===== config.mk =====
export PLATFORM = sky130hd
export DESIGN_NAME = c_syntax_highlight_lexer_flat
export DESIGN_NICKNAME = d
export VERILOG_FILES = /design/src/rtl/core/cshl_pkg.sv /design/src/rtl/core/cshl_ifs.sv /design/src/rtl/core/cshl_front.sv /design/src/rtl/core/cshl_queue.sv /design/src/rtl/core/cshl_back.sv /design/src/rtl/core/c_syntax_highlight_lexer.sv /design/src/flat_wrapper.sv
export VERILOG_INCLUDE_DIRS = /design/src /design/src/rtl/core
export SDC_FILE = /design/constraint.sdc
export NUM_CORES = 1
export LEC_CHECK = 0
export BUFFER_PORTS_ARGS = -buffer_cell sky130_fd_sc_hd__buf_2
export CAP_MARGIN = 25
export CORE_UTILIZATION = 69
export CTS_BUF_LIST = sky130_fd_sc_hd__clkbuf_4 sky130_fd_sc_hd__clkbuf_8
export DETAILED_ROUTE_END_ITERATION = 10
export PLACE_DENSITY = 0.94
export SETUP_SLACK_MARGIN = 0.15
export SLEW_MARGIN = 20
export SYNTH_ARGS = -nofsm -noshare
export SYNTH_HDL_FRONTEND = slang
export SYNTH_SLANG_ARGS = --single-unit

===== constraint.sdc =====
create_clock -name clock -period 5.98 [get_ports clock]
set_clock_uncertainty 0.15 [all_clocks]
set_input_delay 0.897 -clock clock [delete_from_list [all_inputs] [get_ports clock]]
set_output_delay 0.897 -clock clock [all_outputs]
set_load 0.03 [all_outputs]

===== src/rtl/core/c_syntax_highlight_lexer_macros.svh =====
// -----------------------------------------------------------------------------
// C syntax highlight lexer assertion macros
// Shared concurrent assertion forms used by the block.
// -----------------------------------------------------------------------------
`ifndef C_SYNTAX_HIGHLIGHT_LEXER_MACROS_SVH
`define C_SYNTAX_HIGHLIGHT_LEXER_MACROS_SVH

// same-cycle implication, disabled during reset
`define CSHL_ASSERT_IMPLIES(label, clk, rst, ante, cons) \
   label: assert property (@(posedge clk) disable iff (rst) (ante) |-> (cons)) \
      else $error("assertion failed");

// next-cycle implication, active during reset as well
`define CSHL_ASSERT_NEXT(label, clk, ante, cons) \
   label: assert property (@(posedge clk) (ante) |=> (cons)) \
      else $error("assertion failed");

`endif


===== src/rtl/core/cshl_pkg.sv =====
// -----------------------------------------------------------------------------
// C syntax highlight lexer package
// Shared types, character codes and escape sequence tables.
// -----------------------------------------------------------------------------
`timescale 1ns / 1ps
`default_nettype none

package cshl_pkg;

   localparam int QUEUE_DEPTH = 4;
   localparam int QPTR_W      = $clog2(QUEUE_DEPTH);
   localparam int QCNT_W      = $clog2(QUEUE_DEPTH + 1);

   localparam logic [7:0] CH_ESC    = 8'h1B;
   localparam logic [7:0] CH_LBRK   = 8'h5B;
   localparam logic [7:0] CH_SLASH  = 8'h2F;
   localparam logic [7:0] CH_STAR   = 8'h2A;
   localparam logic [7:0] CH_QUOTE  = 8'h22;
   localparam logic [7:0] CH_BSLASH = 8'h5C;
   localparam logic [7:0] CH_LF     = 8'h0A;
   localparam logic [7:0] CH_CR     = 8'h0D;

   typedef enum logic [2:0] {
      ESC_NONE   = 3'd0,
      ESC_BLOCK  = 3'd1,
      ESC_INLINE = 3'd2,
      ESC_STRING = 3'd3,
      ESC_IDENT  = 3'd4,
      ESC_OFF    = 3'd5
   } esc_type;

   // one queued item: the result bytes it produces, in segment order
   typedef struct packed {
      esc_type    pre;
      logic       lead;
      esc_type    mid;
      logic       has_byte;
      logic [7:0] data;
      logic       err;
      logic       post;
      logic       trail;
   } cmd_type;

   typedef struct packed {
      logic full;
      logic empty;
   } q_status_type;

   function automatic logic [2:0] esc_len(input esc_type kind);
      logic [2:0] len;
      unique case (kind)
         ESC_BLOCK:  len = 3'd4;
         ESC_INLINE: len = 3'd5;
         ESC_STRING: len = 3'd7;
         ESC_IDENT:  len = 3'd7;
         ESC_OFF:    len = 3'd3;
         default:    len = 3'd0;
      endcase
      return len;
   endfunction

   function automatic logic [7:0] esc_byte(input esc_type kind, input logic [2:0] pos);
      logic [7:0] b;
      b = 8'h00;
      if (pos == 3'd0) begin
         b = CH_ESC;
      end else if (pos == 3'd1) begin
         b = CH_LBRK;
      end else begin
         unique case (kind)
            ESC_BLOCK: begin
               b = (pos == 3'd2) ? 8'h36 : 8'h6D;
            end
            ESC_INLINE: begin
               unique case (pos)
                  3'd2:    b = 8'h33;
                  3'd3:    b = 8'h30;
                  default: b = 8'h6D;
               endcase
            end
            ESC_STRING, ESC_IDENT: begin
               unique case (pos)
                  3'd2:    b = 8'h31;
                  3'd3:    b = 8'h3B;
                  3'd4:    b = 8'h33;
                  3'd5:    b = (kind == ESC_STRING) ? 8'h33 : 8'h34;
                  default: b = 8'h6D;
               endcase
            end
            default: begin
               b = 8'h6D;
            end
         endcase
      end
      return b;
   endfunction

endpackage

`default_nettype wire


===== src/rtl/core/cshl_ifs.sv =====
// -----------------------------------------------------------------------------
// C syntax highlight lexer channel interfaces
// Valid/ready channels for text bytes in and highlighted bytes out.
// -----------------------------------------------------------------------------
`timescale 1ns / 1ps
`default_nettype none

interface cshl_req_if;
   logic       valid;
   logic       ready;
   logic [7:0] text_byte;
   logic       end_of_text;

   modport source (output valid, output text_byte, output end_of_text, input ready);
   modport sink   (input valid, input text_byte, input end_of_text, output ready);
endinterface

interface cshl_rsp_if;
   logic       valid;
   logic       ready;
   logic [7:0] out_byte;
   logic       parse_error;
   logic       last_of_run;

   modport source (output valid, output out_byte, output parse_error, output last_of_run,
                   input ready);
   modport sink   (input valid, input out_byte, input parse_error, input last_of_run,
                   output ready);
endinterface

`default_nettype wire


===== src/rtl/core/cshl_front.sv =====
// -----------------------------------------------------------------------------
// C syntax highlight lexer front end
// Accepts text bytes, tracks the lexical mode and queues an output plan.
// -----------------------------------------------------------------------------
`timescale 1ns / 1ps
`default_nettype none

module cshl_front
   import cshl_pkg::*;
(
   input  wire logic   clock,
   input  wire logic   reset,
   cshl_req_if.sink    req_chan,
   input  q_status_type q_status,
   output logic        push,
   output cmd_type     push_cmd
);

   typedef enum logic [2:0] {
      MODE_GLOBAL     = 3'd0,
      MODE_SLASH      = 3'd1,
      MODE_IDENT      = 3'd2,
      MODE_BLOCK      = 3'd3,
      MODE_BLOCK_STAR = 3'd4,
      MODE_INLINE     = 3'd5,
      MODE_STRING     = 3'd6,
      MODE_STRING_ESC = 3'd7
   } mode_type;

   typedef struct packed {
      esc_type  mid;
      logic     has_byte;
      logic     err;
      mode_type mode;
   } glob_type;

   mode_type mode_ff, mode_in;

   function automatic logic is_letter(input logic [7:0] c);
      return (c >= 8'h41 && c <= 8'h5A) || (c >= 8'h61 && c <= 8'h7A);
   endfunction

   function automatic logic is_plain(input logic [7:0] c);
      return c == 8'h20 || c == CH_LF || c == CH_CR || c == 8'h09 ||
             c == 8'h28 || c == 8'h29 || c == 8'h7B || c == 8'h7D ||
             c == 8'h5B || c == 8'h5D || c == 8'h3D || c == 8'h2C ||
             c == 8'h3B || c == CH_STAR || c == 8'h26 ||
             (c >= 8'h30 && c <= 8'h39);
   endfunction

   function automatic glob_type lex_global(input logic [7:0] c);
      glob_type g;
      g.mid      = ESC_NONE;
      g.has_byte = 1'b1;
      g.err      = 1'b0;
      g.mode     = MODE_GLOBAL;
      if (c == CH_SLASH) begin
         g.has_byte = 1'b0;
         g.mode     = MODE_SLASH;
      end else if (c == CH_QUOTE) begin
         g.mid  = ESC_STRING;
         g.mode = MODE_STRING;
      end else if (is_letter(c)) begin
         g.mid  = ESC_IDENT;
         g.mode = MODE_IDENT;
      end else if (!is_plain(c)) begin
         g.err = 1'b1;
      end
      return g;
   endfunction

   logic [7:0] c;
   glob_type   glob;

   assign c            = req_chan.text_byte;
   assign glob         = lex_global(c);
   assign req_chan.ready = !q_status.full;
   assign push         = req_chan.valid && req_chan.ready;

   always_comb begin
      push_cmd.pre      = ESC_NONE;
      push_cmd.lead     = 1'b0;
      push_cmd.mid      = ESC_NONE;
      push_cmd.has_byte = 1'b1;
      push_cmd.data     = c;
      push_cmd.err      = 1'b0;
      push_cmd.post     = 1'b0;
      push_cmd.trail    = 1'b0;
      mode_in           = mode_ff;

      unique case (mode_ff)
         MODE_SLASH: begin
            push_cmd.lead = 1'b1;
            if (c == CH_STAR) begin
               push_cmd.pre = ESC_BLOCK;
               mode_in      = MODE_BLOCK;
            end else if (c == CH_SLASH) begin
               push_cmd.pre = ESC_INLINE;
               mode_in      = MODE_INLINE;
            end else begin
               push_cmd.mid      = glob.mid;
               push_cmd.has_byte = glob.has_byte;
               push_cmd.err      = glob.err;
               mode_in           = glob.mode;
            end
         end
         MODE_IDENT: begin
            if (!is_letter(c)) begin
               push_cmd.pre      = ESC_OFF;
               push_cmd.mid      = glob.mid;
               push_cmd.has_byte = glob.has_byte;
               push_cmd.err      = glob.err;
               mode_in           = glob.mode;
            end
         end
         MODE_BLOCK: begin
            if (c == CH_STAR) begin
               mode_in = MODE_BLOCK_STAR;
            end
         end
         MODE_BLOCK_STAR: begin
            if (c == CH_SLASH) begin
               push_cmd.post = 1'b1;
               mode_in       = MODE_GLOBAL;
            end else if (c != CH_STAR) begin
               mode_in = MODE_BLOCK;
            end
         end
         MODE_INLINE: begin
            if (c == CH_LF || c == CH_CR) begin
               push_cmd.pre = ESC_OFF;
               mode_in      = MODE_GLOBAL;
            end
         end
         MODE_STRING: begin
            if (c == CH_BSLASH) begin
               mode_in = MODE_STRING_ESC;
            end else if (c == CH_QUOTE) begin
               push_cmd.post = 1'b1;
               mode_in       = MODE_GLOBAL;
            end
         end
         MODE_STRING_ESC: begin
            mode_in = MODE_STRING;
         end
         MODE_GLOBAL: begin
            push_cmd.mid      = glob.mid;
            push_cmd.has_byte = glob.has_byte;
            push_cmd.err      = glob.err;
            mode_in           = glob.mode;
         end
      endcase

      // end of text: flush held slash or close open color
      if (req_chan.end_of_text) begin
         if (mode_in == MODE_SLASH) begin
            push_cmd.trail = 1'b1;
         end else if (mode_in != MODE_GLOBAL) begin
            push_cmd.post = 1'b1;
         end
         mode_in = MODE_GLOBAL;
      end
   end

   always_ff @(posedge clock) begin
      if (reset) begin
         mode_ff <= MODE_GLOBAL;
      end else if (push) begin
         mode_ff <= mode_in;
      end
   end

endmodule

`default_nettype wire


===== src/rtl/core/cshl_queue.sv =====
// -----------------------------------------------------------------------------
// C syntax highlight lexer plan queue
// Short FIFO of output plans between the front end and the emitter.
// -----------------------------------------------------------------------------
`timescale 1ns / 1ps
`default_nettype none

module cshl_queue
   import cshl_pkg::*;
(
   input  wire logic    clock,
   input  wire logic    reset,
   input  wire logic    push,
   input  cmd_type      push_cmd,
   input  wire logic    pop,
   output cmd_type      head_cmd,
   output q_status_type q_status
);

   cmd_type             entry_ff [QUEUE_DEPTH];
   logic [QPTR_W-1:0]   wr_ptr_ff, wr_ptr_in;
   logic [QPTR_W-1:0]   rd_ptr_ff, rd_ptr_in;
   logic [QCNT_W-1:0]   count_ff, count_in;
   logic                do_pop;

   assign q_status.full  = count_ff == QCNT_W'(QUEUE_DEPTH);
   assign q_status.empty = count_ff == '0;
   assign head_cmd       = entry_ff[rd_ptr_ff];
   assign do_pop         = pop && !q_status.empty;

   always_comb begin
      wr_ptr_in = push   ? QPTR_W'(wr_ptr_ff + 1'b1) : wr_ptr_ff;
      rd_ptr_in = do_pop ? QPTR_W'(rd_ptr_ff + 1'b1) : rd_ptr_ff;
      count_in  = count_ff;
      if (push && !do_pop) begin
         count_in = QCNT_W'(count_ff + 1'b1);
      end else if (!push && do_pop) begin
         count_in = QCNT_W'(count_ff - 1'b1);
      end
   end

   always_ff @(posedge clock) begin
      if (reset) begin
         wr_ptr_ff <= '0;
         rd_ptr_ff <= '0;
         count_ff  <= '0;
      end else begin
         wr_ptr_ff <= wr_ptr_in;
         rd_ptr_ff <= rd_ptr_in;
         count_ff  <= count_in;
      end
   end

   always_ff @(posedge clock) begin
      if (push) begin
         entry_ff[wr_ptr_ff] <= push_cmd;
      end
   end

endmodule

`default_nettype wire


===== src/rtl/core/cshl_back.sv =====
// -----------------------------------------------------------------------------
// C syntax highlight lexer emitter
// Walks each queued plan and sends its bytes, one per cycle while the receiver is ready.
// -----------------------------------------------------------------------------
`timescale 1ns / 1ps
`default_nettype none

module cshl_back
   import cshl_pkg::*;
(
   input  wire logic    clock,
   input  wire logic    reset,
   input  cmd_type      head_cmd,
   input  q_status_type q_status,
   output logic         pop,
   cshl_rsp_if.source   rsp_chan
);

   localparam logic [2:0] SEG_PRE   = 3'd0;
   localparam logic [2:0] SEG_LEAD  = 3'd1;
   localparam logic [2:0] SEG_MID   = 3'd2;
   localparam logic [2:0] SEG_BYTE  = 3'd3;
   localparam logic [2:0] SEG_POST  = 3'd4;
   localparam logic [2:0] SEG_TRAIL = 3'd5;
   localparam int         NUM_SEG   = 6;

   typedef struct packed {
      logic       found;
      logic [2:0] seg;
   } seg_sel_type;

   function automatic logic [NUM_SEG-1:0] seg_mask(input cmd_type cmd);
      return {cmd.trail, cmd.post, cmd.has_byte, cmd.mid != ESC_NONE, cmd.lead,
              cmd.pre != ESC_NONE};
   endfunction

   function automatic seg_sel_type first_seg(input logic [NUM_SEG-1:0] mask,
                                             input logic [2:0] from);
      seg_sel_type s;
      s.found = 1'b0;
      s.seg   = SEG_PRE;
      for (int i = NUM_SEG - 1; i >= 0; i--) begin
         if (mask[i] && 3'(i) >= from) begin
            s.found = 1'b1;
            s.seg   = 3'(i);
         end
      end
      return s;
   endfunction

   function automatic logic [2:0] seg_len(input cmd_type cmd, input logic [2:0] seg);
      logic [2:0] len;
      unique case (seg)
         SEG_PRE:  len = esc_len(cmd.pre);
         SEG_MID:  len = esc_len(cmd.mid);
         SEG_POST: len = esc_len(ESC_OFF);
         default:  len = 3'd1;
      endcase
      return len;
   endfunction

   logic        busy_ff, busy_in;
   cmd_type     cmd_ff, cmd_in;
   logic [2:0]  seg_ff, seg_in;
   logic [2:0]  pos_ff, pos_in;
   logic        valid_ff, valid_in;
   logic [7:0]  byte_ff, byte_in;
   logic        err_ff, err_in;
   logic        last_ff, last_in;

   logic        advance, emit, seg_end, finish, can_load;
   seg_sel_type nxt, fst;
   logic [7:0]  cur_byte;
   logic        cur_err;

   assign advance  = !valid_ff || rsp_chan.ready;
   assign emit     = busy_ff && advance;
   assign seg_end  = pos_ff == 3'(seg_len(cmd_ff, seg_ff) - 3'd1);
   assign nxt      = first_seg(seg_mask(cmd_ff), 3'(seg_ff + 3'd1));
   assign fst      = first_seg(seg_mask(head_cmd), SEG_PRE);
   assign finish   = emit && seg_end && !nxt.found;
   assign can_load = !busy_ff || finish;
   assign pop      = can_load && !q_status.empty;

   always_comb begin
      cur_err = 1'b0;
      unique case (seg_ff)
         SEG_PRE:   cur_byte = esc_byte(cmd_ff.pre, pos_ff);
         SEG_LEAD:  cur_byte = CH_SLASH;
         SEG_MID:   cur_byte = esc_byte(cmd_ff.mid, pos_ff);
         SEG_BYTE: begin
            cur_byte = cmd_ff.data;
            cur_err  = cmd_ff.err;
         end
         SEG_POST:  cur_byte = esc_byte(ESC_OFF, pos_ff);
         SEG_TRAIL: cur_byte = CH_SLASH;
         default:   cur_byte = CH_SLASH;
      endcase
   end

   always_comb begin
      busy_in  = busy_ff;
      cmd_in   = cmd_ff;
      seg_in   = seg_ff;
      pos_in   = pos_ff;
      valid_in = valid_ff;
      byte_in  = byte_ff;
      err_in   = err_ff;
      last_in  = last_ff;

      if (emit) begin
         if (seg_end) begin
            if (nxt.found) begin
               seg_in = nxt.seg;
               pos_in = 3'd0;
            end else begin
               busy_in = 1'b0;
            end
         end else begin
            pos_in = 3'(pos_ff + 3'd1);
         end
      end

      // an item with no result bytes is dropped here
      if (pop) begin
         cmd_in  = head_cmd;
         busy_in = fst.found;
         seg_in  = fst.seg;
         pos_in  = 3'd0;
      end

      if (advance) begin
         valid_in = emit;
         byte_in  = cur_byte;
         err_in   = cur_err;
         last_in  = finish;
      end
   end

   always_ff @(posedge clock) begin
      if (reset) begin
         busy_ff  <= 1'b0;
         valid_ff <= 1'b0;
      end else begin
         busy_ff  <= busy_in;
         valid_ff <= valid_in;
      end
   end

   always_ff @(posedge clock) begin
      cmd_ff  <= cmd_in;
      seg_ff  <= seg_in;
      pos_ff  <= pos_in;
      byte_ff <= byte_in;
      err_ff  <= err_in;
      last_ff <= last_in;
   end

   assign rsp_chan.valid       = valid_ff;
   assign rsp_chan.out_byte    = byte_ff;
   assign rsp_chan.parse_error = err_ff;
   assign rsp_chan.last_of_run = last_ff;

endmodule

`default_nettype wire


===== src/rtl/core/c_syntax_highlight_lexer.sv =====
// -----------------------------------------------------------------------------
// C syntax highlight lexer
// Colors C source text with terminal escape sequences, one byte at a time.
// -----------------------------------------------------------------------------
// Usage:
//   req_chan carries one text byte per item, with end_of_text on the final
//   byte. rsp_chan carries the highlighted stream: text bytes and escape
//   bytes, parse_error on unknown bytes and last_of_run on the final byte
//   caused by each input item. An item may cause no result byte at all.
//   The front end takes one item per cycle while its four-entry plan queue
//   has room. The emitter sends one result byte per cycle while the
//   receiver is ready; an item with no result bytes is dropped by it.
//   The first result byte of an item passes the queue entry, the emitter's
//   plan register and the output register before it shows on rsp_chan.
//   Plain text runs at one item a cycle while the receiver is ready.
//   Reset returns the lexer to global mode, empties the queue and drops
//   any result byte held in the output register.
//   A stalled receiver holds the output register; the queue then fills and
//   req_chan.ready drops until the emitter moves again.
// -----------------------------------------------------------------------------
`timescale 1ns / 1ps
`default_nettype none
`include "c_syntax_highlight_lexer_macros.svh"

module c_syntax_highlight_lexer
   import cshl_pkg::*;
(
   input  wire logic  clock,
   input  wire logic  reset,
   cshl_req_if.sink   req_chan,
   cshl_rsp_if.source rsp_chan
);

   logic         push;
   logic         pop;
   cmd_type      push_cmd;
   cmd_type      head_cmd;
   q_status_type q_status;

   cshl_front u_front (
      .clock    (clock),
      .reset    (reset),
      .req_chan (req_chan),
      .q_status (q_status),
      .push     (push),
      .push_cmd (push_cmd)
   );

   cshl_queue u_queue (
      .clock    (clock),
      .reset    (reset),
      .push     (push),
      .push_cmd (push_cmd),
      .pop      (pop),
      .head_cmd (head_cmd),
      .q_status (q_status)
   );

   cshl_back u_back (
      .clock    (clock),
      .reset    (reset),
      .head_cmd (head_cmd),
      .q_status (q_status),
      .pop      (pop),
      .rsp_chan (rsp_chan)
   );

   // an unknown byte never has more result bytes after it
   `CSHL_ASSERT_IMPLIES(a_err_is_last, clock, reset,
      rsp_chan.valid && rsp_chan.parse_error, rsp_chan.last_of_run)
   `CSHL_ASSERT_NEXT(a_reset_clears_out, clock, reset, !rsp_chan.valid)
   `CSHL_ASSERT_IMPLIES(a_err_not_slash, clock, reset,
      rsp_chan.valid && rsp_chan.parse_error, rsp_chan.out_byte != CH_SLASH)

endmodule

`default_nettype wire

===== src/flat_wrapper.sv =====
// flat-port wrapper written by rule: the top's interface ports become plain ports
module c_syntax_highlight_lexer_flat import cshl_pkg::*;
  (clock, reset, req_chan_valid, req_chan_text_byte, req_chan_end_of_text, req_chan_ready, rsp_chan_valid, rsp_chan_out_byte, rsp_chan_parse_error, rsp_chan_last_of_run, rsp_chan_ready);
  cshl_req_if req_chan_i ();
  cshl_rsp_if rsp_chan_i ();
  input  wire logic clock;
  input  wire logic reset;
  input wire logic [$bits(req_chan_i.valid)-1:0] req_chan_valid;
  input wire logic [$bits(req_chan_i.text_byte)-1:0] req_chan_text_byte;
  input wire logic [$bits(req_chan_i.end_of_text)-1:0] req_chan_end_of_text;
  output wire logic [$bits(req_chan_i.ready)-1:0] req_chan_ready;
  output wire logic [$bits(rsp_chan_i.valid)-1:0] rsp_chan_valid;
  output wire logic [$bits(rsp_chan_i.out_byte)-1:0] rsp_chan_out_byte;
  output wire logic [$bits(rsp_chan_i.parse_error)-1:0] rsp_chan_parse_error;
  output wire logic [$bits(rsp_chan_i.last_of_run)-1:0] rsp_chan_last_of_run;
  input wire logic [$bits(rsp_chan_i.ready)-1:0] rsp_chan_ready;
  assign req_chan_i.valid = req_chan_valid;
  assign req_chan_i.text_byte = req_chan_text_byte;
  assign req_chan_i.end_of_text = req_chan_end_of_text;
  assign req_chan_ready = req_chan_i.ready;
  assign rsp_chan_valid = rsp_chan_i.valid;
  assign rsp_chan_out_byte = rsp_chan_i.out_byte;
  assign rsp_chan_parse_error = rsp_chan_i.parse_error;
  assign rsp_chan_last_of_run = rsp_chan_i.last_of_run;
  assign rsp_chan_i.ready = rsp_chan_ready;
  c_syntax_highlight_lexer u_core (.clock(clock), .reset(reset), .req_chan(req_chan_i), .rsp_chan(rsp_chan_i));
endmodule

==> flow_metrics.env <==
export IMPL_status="complete, no violations"
export IMPL_clk_latency_ps=420
export IMPL_fin_crit_ps=4418
export IMPL_synth_cell_types=68
export IMPL_post_route_util=0.7680
export IMPL_p_int_mw=1.990
export IMPL_pwr_share_comb=0.416
export IMPL_synth_seq_cells=120
export IMPL_arrival_ps=4610
export IMPL_drtAntennaViolNets=0
export IMPL_cts_sinks=120
export IMPL_irDropWorstVdd_mv=0.2737
export IMPL_finalNonFillerCells=642
export IMPL_cts_resized_gates=0
export IMPL_pre_cts_ws_ps=1687
export IMPL_grt_pass1_vias=4222
export IMPL_hold_viol=0
export IMPL_rsz0062_at_grt="no"
export IMPL_synth_top_flop_cell="edfxtp_1"
export IMPL_viasPerCell=6.840
export IMPL_ys_seq_area_frac=0.5586
export IMPL_synth_xor_area_frac=0.01140
export IMPL_finalNetCount=557
export IMPL_setup_slack_ps=1562
export IMPL_antenna_found_initial=0
export IMPL_synth_compound_area_frac=0.1244
export IMPL_drive_above_1_share=0.1667
export IMPL_start_util=0.7082
export IMPL_muxShareOfSynthArea=0.06759
export IMPL_path_cells="inv_1, ha_1, nor2b_1, a2bb2oi_1, nand2_1, inv_1, ha_1, xnor2_1, xnor2_1, and4_1, a21o_4, nand2_1, ha_1, inv_1, fa_1, xor2_1, or3_1, a21oi_1"
export IMPL_routed_wl_mm=13.35
export IMPL_r2r_setup_slack_ps=1560
export IMPL_io_pins=25
export IMPL_seq_power_share=0.393
export IMPL_syn_area_sq_mm=0.006146
export IMPL_cts_buffers=17
export IMPL_gp_congestion=0.9387
export IMPL_synth_net_count=537
export IMPL_drt_iter0_drc=297
export IMPL_clk_pin_slew_ps=80
export IMPL_drc=0
export IMPL_tightest_slew_ps=956.7
export IMPL_grt_max_degree=20
export IMPL_min_path_type="flip-flop to flip-flop"
export IMPL_clock_root_buffer="clkbuf_8"
export IMPL_ys_warnings_count=0
export IMPL_globalRouteMet3Util=0.08059
export IMPL_final_common_cell="edfxtp_1"
export IMPL_die_x_microns=96.38
export IMPL_wl_per_cell_microns=20.79
export IMPL_grt_busiest_layer="met2"
export IMPL_avgSynthCellArea_sq_um=12.27
export IMPL_met1_usage=0.3779
export IMPL_synthArstFlopShare=0
export IMPL_row_count=34
export IMPL_tns_ps=0
export IMPL_switching_share=0.4038
export IMPL_synth_top_family_by_area="simple AND/OR/NAND/NOR gates"
export IMPL_cts_setup_buffers=0
export IMPL_grt_pass1_wl_mm=21.27
export IMPL_vias=4391
export IMPL_fmaxAchievable_mhz=226.3
export IMPL_cp_max_fo=12
export IMPL_setup_violations=0
export IMPL_die_area_sq_mm=0.009288
export IMPL_hold_buffers=0
export IMPL_htree_num_levels=4
export IMPL_final_max_slew_viol_count=0
export IMPL_synth_edf_count=103
export IMPL_mostFrequentLayoutCells="103 x edfxtp_1, 37 x nand2_1, 27 x inv_1"
export IMPL_n_antenna_cell=0
export IMPL_path_class="flip-flop to flip-flop"
export IMPL_synthToLayoutAreaGrowth_pct=8.449
export IMPL_end_kind="flip-flop"
export IMPL_die_h_microns=96.38
export IMPL_start_kind="flip-flop"
export IMPL_clockBufferDepth=2
export IMPL_power_leakage_nw=2.383
export IMPL_met2_usage=0.5420
export IMPL_required_ps=6170
export IMPL_critPathMaxStageDelay_ps=500
export IMPL_gr_total_overflow=0
export IMPL_drv_cap=0
export IMPL_track_usage=0.3186
export IMPL_synth_cells=501
export IMPL_synth_fa_ha_area_frac=0.04805
export IMPL_portBuffers=24
export IMPL_fill_cells=512
export IMPL_crit_slowest_cell="edfxtp_1"
export IMPL_p_switching_mw=1.348
export IMPL_relSlewSlack=0.3622
export IMPL_fin_crit_sh=0.7388
export IMPL_core_sq_mm=0.008678
export IMPL_dp_hpwl_mm=9.124
export IMPL_power_density_mw_per_mm2=500.9
export IMPL_yosys_area_share_simple=0.1551
export IMPL_pwr_share_clk=0.191
export IMPL_cts_tree="built"
export IMPL_drtPass1Iterations=5
export IMPL_place_inst=610
==> critical path: cells and delay by family (launching register included) <==
family | cells | cell delay (ps)
compound gates | 3 | 610
xor+xnor | 3 | 480
fa+ha+maj | 4 | 1160
buf+inv | 3 | 270
flops | 1 | 500
simple gates | 5 | 1160
==> power groups by stage <==
stage	Combinational [mW]	Clock, mW	Sequential, mW
after floorplan	1.06	0	1.29
after global placement	1.31	0	1.30
after CTS	1.37	0.643	1.31
after global routing	1.52	0.676	1.34
after detailed placement	1.35	0	1.32
final	1.39	0.637	1.31
==> registers in the layout, summed over array words and instances (netlist names), named ones only <==
signal / flops
u_core.u_queue.entry_ff: 72
u_core.u_back.cmd_ff: 18
u_core.u_back.rsp_chan.valid: 1
u_core.u_back.rsp_chan.last_of_run: 1
u_core.u_queue.rd_ptr_ff: 2
u_core.u_back.seg_ff: 3
u_core.u_queue.count_ff: 3
u_core.u_back.pos_ff: 3
u_core.u_back.rsp_chan.out_byte: 8
u_core.u_front.mode_ff: 3
u_core.u_back.busy_ff: 1
u_core.u_queue.wr_ptr_ff: 2
u_core.u_back.rsp_chan.parse_error: 1
==> per-layer routing <==
layer  routed length [microns]  up-vias  part of all wire
met3                       926       37             0.069
met1                      5067     2130              0.38
met5                         0        -                 0
met4                       365        0             0.027
met2                      6987      248              0.52
li1                          -     1976                 -
==> cell type report <==
| cell class | instances | area [sq um] | area share |
|---|---|---|---|
| Sequential cell | 120 | 3433 | 0.5151 |
| Clock inverter | 15 | 120.1 | 0.01802 |
| Inverter | 27 | 101.3 | 0.01521 |
| Tap cell | 108 | 135.1 | 0.02027 |
| Clock buffer | 17 | 234.0 | 0.03510 |
| Multi-Input combinational cell | 328 | 2499 | 0.3749 |
| Timing Repair Buffer | 27 | 142.6 | 0.02140 |
==> Yosys cell counts, types with 7 or more instances <==
library cell | n | area, sq um
a21oi_1 | 21 | 105.1
a31oi_1 | 7 | 43.79
and2_1 | 10 | 62.56
clkbuf_1 | 21 | 78.83
dfxtp_1 | 17 | 340.3
edfxtp_1 | 103 | 3093
ha_1 | 22 | 275.3
inv_1 | 27 | 101.4
mux4_2 | 18 | 405.4
nand2_1 | 37 | 138.9
nand3_1 | 20 | 100.1
nor2_1 | 26 | 97.59
nor2b_1 | 12 | 75.07
nor3_1 | 9 | 45.04
nor3b_1 | 7 | 52.55
o21ai_0 | 16 | 80.08
or3_1 | 9 | 56.30
==> cell families after synthesis <==
logic type | count (synthesis)
simple gates | 171
fa+ha+maj | 23
mux | 19
buf+inv | 53
flops | 120
xor+xnor | 8
compound gates | 107
==> worst paths after layout <==
kind                                from                          end  depth (start not counted)
min reg2reg  u_core.u_queue.wr_ptr_ff[1]  u_core.u_queue.wr_ptr_ff[1]                          2
max reg2reg      u_core.u_back.seg_ff[0]   u_core.u_queue.count_ff[2]                         18
min          u_core.u_queue.wr_ptr_ff[1]  u_core.u_queue.wr_ptr_ff[1]                          2
max              u_core.u_back.seg_ff[0]   u_core.u_queue.count_ff[2]                         18
==> metrics by stage <==
step                instance area, sq um  total power, mW  hold slack (ps)
global route                        6665            3.532            382.5
finish                              6665            3.338            358.3
global placement                    6311            2.616            332.2
detailed placement                  6311            2.674            338.3
CTS                                 6665            3.322            353.9
floorplan                           6146            2.357            319.2
No activity file was read; power rests on OpenSTA's default activity.
